<file path="src/design/efa_pkg.sv">
// efa_pkg: shared constants, coefficient values and payload types for the
// error function pipeline. Used by every module in this folder; depends on
// nothing else.
package efa_pkg;

  // argument and result formats
  localparam int ARG_W    = 16;
  localparam int ARG_FRAC = ARG_W - 4;
  localparam int RES_FRAC = 16;
  localparam int OUT_W    = RES_FRAC + 2;

  // inner fixed point format, unsigned Q.30
  localparam int QB = 30;
  localparam logic [31:0] QONE  = 32'h4000_0000;
  localparam logic [31:0] QHALF = 32'h2000_0000;

  // argument magnitude clamp, 3.75
  localparam logic [31:0] X_MAX = 32'hF000_0000;

  // divisor that turns plain mode into a scaled division: |x| << 18 = (|x| << 30) / 4096
  localparam logic [15:0] PLAIN_DIV = 16'(1 << ARG_FRAC);

  // pipeline depths
  localparam int DIV_STAGES   = 16;
  localparam int POLY_STEPS   = 5;
  localparam int TAYLOR_TERMS = 12;

  // coefficient magnitudes, decimal values rounded to nearest in Q.30
  localparam longint unsigned A1_Q  = ((64'd254829592 << 30) + 64'd500000000) / 64'd1000000000;
  localparam longint unsigned A2_Q  = ((64'd284496736 << 30) + 64'd500000000) / 64'd1000000000;
  localparam longint unsigned A3_Q  = ((64'd1421413741 << 30) + 64'd500000000) / 64'd1000000000;
  localparam longint unsigned A4_Q  = ((64'd1453152027 << 30) + 64'd500000000) / 64'd1000000000;
  localparam longint unsigned A5_Q  = ((64'd1061405429 << 30) + 64'd500000000) / 64'd1000000000;
  localparam longint unsigned P_Q   = ((64'd3275911 << 30) + 64'd5000000) / 64'd10000000;
  localparam longint unsigned LN2_Q = ((64'd693147181 << 30) + 64'd500000000) / 64'd1000000000;

  localparam logic signed [31:0] C_A1 = 32'(A1_Q);
  localparam logic signed [31:0] C_A2 = -(32'(A2_Q));
  localparam logic signed [31:0] C_A3 = 32'(A3_Q);
  localparam logic signed [31:0] C_A4 = -(32'(A4_Q));
  localparam logic signed [31:0] C_A5 = 32'(A5_Q);
  localparam logic [29:0] C_P   = 30'(P_Q);
  localparam logic [29:0] C_LN2 = 30'(LN2_Q);

  // term added after each Horner multiply, none after the last
  localparam logic signed [31:0] POLY_ADD [POLY_STEPS] = '{C_A4, C_A3, C_A2, C_A1, 32'sd0};

  // per request flags and argument carried down the pipeline
  typedef struct packed {
    logic        neg;
    logic        inval;
    logic        force_one;
    logic        sat;
    logic [31:0] xm;
  } efa_tag_t;

endpackage

</file>
<file path="src/design/efa_div.sv">
// efa_div: pipelined restoring divider, two quotient bits per stage, 32 bits.
// Carries an efa_tag_t alongside each request. Depends on efa_pkg.
module efa_div (
  input  logic             clk,
  input  logic             rst_n,
  input  logic             en,
  input  logic             in_valid,
  input  efa_pkg::efa_tag_t in_tag,
  input  logic [31:0]      in_divisor,
  input  logic [31:0]      in_rem,
  input  logic [31:0]      in_low,
  output logic             out_valid,
  output efa_pkg::efa_tag_t out_tag,
  output logic [31:0]      out_quo
);

  logic              valid_r [efa_pkg::DIV_STAGES];
  efa_pkg::efa_tag_t tag_r   [efa_pkg::DIV_STAGES];
  logic [31:0]       div_r   [efa_pkg::DIV_STAGES];
  logic [31:0]       rem_r   [efa_pkg::DIV_STAGES];
  logic [31:0]       low_r   [efa_pkg::DIV_STAGES];
  logic [31:0]       quo_r   [efa_pkg::DIV_STAGES];

  for (genvar j = 0; j < efa_pkg::DIV_STAGES; j++) begin : g_stage
    logic              v_i;
    efa_pkg::efa_tag_t tag_i;
    logic [31:0]       div_i, rem_i, low_i, quo_i;
    logic [32:0]       r0, r0s, r1, r1s;
    logic              q_hi, q_lo;
    logic [31:0]       rem_nxt, quo_nxt;

    if (j == 0) begin : g_first
      assign v_i   = in_valid;
      assign tag_i = in_tag;
      assign div_i = in_divisor;
      assign rem_i = in_rem;
      assign low_i = in_low;
      assign quo_i = '0;
    end else begin : g_next
      assign v_i   = valid_r[j-1];
      assign tag_i = tag_r[j-1];
      assign div_i = div_r[j-1];
      assign rem_i = rem_r[j-1];
      assign low_i = low_r[j-1];
      assign quo_i = quo_r[j-1];
    end

    // two compare and subtract steps
    always_comb begin
      r0      = {rem_i, low_i[31]};
      q_hi    = (r0 >= {1'b0, div_i});
      r0s     = q_hi ? (r0 - {1'b0, div_i}) : r0;
      r1      = {r0s[31:0], low_i[30]};
      q_lo    = (r1 >= {1'b0, div_i});
      r1s     = q_lo ? (r1 - {1'b0, div_i}) : r1;
      rem_nxt = r1s[31:0];
      quo_nxt = {quo_i[29:0], q_hi, q_lo};
    end

    always_ff @(posedge clk) begin
      if (!rst_n) begin
        valid_r[j] <= 1'b0;
      end else if (en) begin
        valid_r[j] <= v_i;
      end
    end

    always_ff @(posedge clk) begin
      if (en) begin
        tag_r[j] <= tag_i;
        div_r[j] <= div_i;
        rem_r[j] <= rem_nxt;
        low_r[j] <= {low_i[29:0], 2'b00};
        quo_r[j] <= quo_nxt;
      end
    end
  end

  assign out_valid = valid_r[efa_pkg::DIV_STAGES-1];
  assign out_tag   = tag_r[efa_pkg::DIV_STAGES-1];
  assign out_quo   = quo_r[efa_pkg::DIV_STAGES-1];

endmodule

</file>
<file path="config.mk">
export PLATFORM = sky130hd
export DESIGN_NAME = efa_div
export DESIGN_NICKNAME = d
export VERILOG_FILES = /design/src/design/efa_pkg.sv /design/src/design/efa_div.sv
export SDC_FILE = /design/constraint.sdc
export NUM_CORES = 2
export LEC_CHECK = 0
export BUFFER_PORTS_ARGS = -buffer_cell sky130_fd_sc_hd__buf_2
export CAP_MARGIN = 20
export CORE_UTILIZATION = 65
export CTS_CLUSTER_SIZE = 30
export DETAILED_ROUTE_END_ITERATION = 8
export GPL_TIMING_DRIVEN = 0
export PLACE_DENSITY = 0.92
export SLEW_MARGIN = 20
export SYNTH_ARGS = -nofsm -noshare
export SYNTH_HDL_FRONTEND = slang
export SYNTH_SLANG_ARGS = --single-unit
</file>
<file path="constraint.sdc">
create_clock -name clk -period 18.9 [get_ports clk]
set_input_delay 3.78 -clock clk [delete_from_list [all_inputs] [get_ports clk]]
set_output_delay 3.78 -clock clk [all_outputs]
set_load 0.01 [all_outputs]
</file>
==> results.yml <==
critical_path:
  crit_path_end_kind: "register"
  cpPeakStageDelay_ns: 0.55
  crit_family: "compound AO/OA/AOI/OAI gates"
  crit_end: "rem_r[0][13]"
  crit_slowest_cell: "a211oi_2"
  cp-start-kind: "primary input"
  regToRegStartpoint: "div_r[1][142]"
  path_max_fanout: 10
  crit_start: "in_divisor[1]"
  cp_data_required_time_ns: 19.47
  r2r_setup_slack_ns: 8.42
  arrival_ns: 12.44
  worstSetupPathType: "in -> reg"
  rr_worst_depth: 26
  cp.depth: 28
  r2r_end: "rem_r[1][175]"
  crit_buf_inv: 5
cells_and_area:
  final_common_cell: "edfxtp_1"
  drive_above_1_share_pct: 11.4
  utilization_pct: 71.9
  n_fill_cell: 12607
  area_growth_pct: 9.43
  fin_nets: 12469
  mostFrequentLayoutCells: "edfxtp_1, ha_1, a21oi_1, inv_1, nand2_1"
  final-instance-count-excl-fill: 13967
grt:
  grt_util_all_layers_pct: 37.1
  first_global_vias: 90437
  grt_pass1_wl_um: 540000
  grt_max_degree: 167
  grt_overflow_total: 0
  antenna_found_initial: 28
timing:
  relSlewSlack_pct: 17.3
  rsz0062_at_grt: "false"
  fin_skew_ns: 0.120
  tns_ns: 0
  fin_crit_ns: 11.87
  drv_slew: 0
  finalSetupViolations: 0
  worstMarginPinSlew_ns: 1.23
  min_period_over_period_pct: 62.8
  finalHoldViolCount: 0
  fmax_ghz: 0.0843
floorplanning:
  die_h_um: 438
  die_w_um: 438
  start_util_pct: 65.7
  die-area_mm2: 0.192
  core_area_mm2: 0.188
  row_count: 159
  ioPinCount: 205
route:
  drt_pass1_iterations: 9
  num_vias: 92690
  drtIter0Drc: 11356
  ant_nets: 0
  routed_via_density: 6.64
  drc_errors: 163
  wire_per_inst_um: 26.0
  totalWireLength_um: 364000
logic_synthesis:
  ys_warn_count: 0
  ys_seq_area_share_pct: 50.1
  synthArstFlopShare_pct: 0
  synth_top_family_by_area: "compound AO/OA/AOI/OAI gates"
  synth_top_area_share_pct: 50.1
  ys_types: 97
  synthMuxAreaShare_pct: 5.65
  synth_xor_xnor_area_share_pct: 5.81
  syn_area_per_cell_um2: 11.4
  synth_simple_gate_area_share_pct: 8.84
  synth_area_mm2: 0.124
  syn-num-nets: 12044
  yosys.area.top_type: "edfxtp_1"
  ys_ff_latch: 2064
  synthTopCellsByArea: "edfxtp_1, ha_1, mux2_2"
  synth_edf_count: 2063
  synth-compound-area-share_pct: 15.5
  synthCells: 10853
  synth_ff_type: "edfxtp_1"
  synthAdderAreaFrac_pct: 10.9
clocking:
  cts_buffers: 205
  root_buffer: "clkbuf_16"
  cts_hold_buf: 0
  clockBufferDepth: 3
  cts_setup_buffers: 0
  cts_resized: 0
  cts_tree: "done"
  clkSinkCount: 2064
  clk_latency_ns: 0.93
  cts.clk_slew.worst_paths_ns: 0.06
  h-tree-depth: 4
job:
  cap_violations: 0
run_status:
  outcome: "complete, but fails checks"
  violations: "DRC"
place:
  place_inst: 13566
  portBuffers: 204
  place.gp.congestion: 1.01
  hpwl_um: 268000
min_path:
  hp-class: "reg -> reg"
## worst register-to-register path, stage by stage (launching register included)
cell,delay [ns]
edfxtp_1,0.42
inv_1,0.42
ha_1,0.37
clkbuf_1,0.24
a21oi_1,0.52
nand4_1,0.22
a31oi_1,0.36
nor3_1,0.12
a211oi_1,0.39
a21oi_1,0.30
a31oi_1,0.47
clkbuf_1,0.57
buf_1,0.59
nand2_1,0.12
o31ai_1,0.33
ha_1,0.58
a21o_1,0.40
or3_1,0.43
o211ai_2,0.25
o31ai_1,0.23
a311o_1,0.51
a31oi_2,0.33
a31oi_1,0.23
o2111a_1,0.33
a2111oi_4,0.68
buf_6,0.27
mux2_2,0.47
## layout make-up
cell class	count	area, um2	share of cell area (%)
flip-flops and latches	2064	62000	45.8
multi-input cells	7749	57800	42.7
clock buffers	233	5240	3.87
inverters	847	3180	2.35
well taps	2495	3120	2.31
clock inverters	154	1840	1.36
repair buffers	218	1420	1.05
plain buffers	193	823	0.608
diodes	14	35.0	0.0259
## cells in the mapped netlist (31+ instances only)
master    count
edfxtp_1   2063
ha_1       1024
a21oi_1     896
inv_1       840
nand2_1     656
xnor2_1     589
mux2_2      581
o21ai_0     577
nor2_1      559
a21o_1      447
xor2_1      231
nand3_1     191
o21bai_1    172
o21a_1      142
nor3_1      134
nand4_1     129
clkbuf_1    127
and3_1      109
nor2b_1     109
a211oi_1    107
nand2b_1    107
a31oi_1      92
o31ai_1      91
o211ai_1     51
buf_2        49
nor4_1       46
or2_2        45
or3_1        41
and2_1       37
mux2i_1      35
a31o_2       34
a21boi_0     33
fa_1         31
## layer usage
layer  track usage, %  vias to the layer above  wire [um]
met5            0.794                        -        433
met4             21.1                       34      23700
met3             9.23                     1429      36600
met2             58.3                     5493     163000
met1             46.8                    44118     140000
li1                 -                    41616          -
## registers in the layout, indices dropped and copies added, names as in the netlist
register,cells
rem_r,480
valid_r,16
tag_r,576
div_r,480
quo_r,272
low_r,240
## how the worst min path moves through the flow
| stage | startpoint | end | depth (start not counted) |
|---|---|---|---|
| detailed placement | low_r[0][194] | low_r[0][226] | 0 |
| floorplan | low_r[0][68] | low_r[0][100] | 0 |
| finish | quo_r[1][11] | quo_r[1][45] | 0 |
| global route | quo_r[1][11] | quo_r[1][45] | 0 |
| CTS | quo_r[1][11] | quo_r[1][45] | 0 |
| global placement | tag_r[1][60] | tag_r[1][96] | 0 |
## cell families (layout without fill, tap and decap cells)
| family | after synthesis | in the layout |
|---|---|---|
| AO/OA/AOI/OAI | 2983 | 2983 |
| AND/OR/NAND/NOR | 2266 | 2266 |
| flip-flops | 2064 | 2064 |
| adder cells (fa/ha/maj) | 1055 | 1055 |
| buffers and inverters | 1040 | 1645 |
| XOR/XNOR | 820 | 820 |
| multiplexers | 625 | 625 |
| other | 0 | 14 |
## stage by stage
step / hold slack, ns / area [um2] / setup WS [ns]
after floorplan: 0.400 / 124000 / 9.26
after global placement: 0.400 / 128000 / -17.58
after detailed placement: 0.405 / 128000 / 6.47
after CTS: 0.347 / 135000 / 7.26
after global routing: 0.341 / 135000 / 6.77
final: 0.351 / 135000 / 7.03
Power is not shown: default switching activity piles up to over one toggle a cycle in this logic, so the estimate is an artifact.
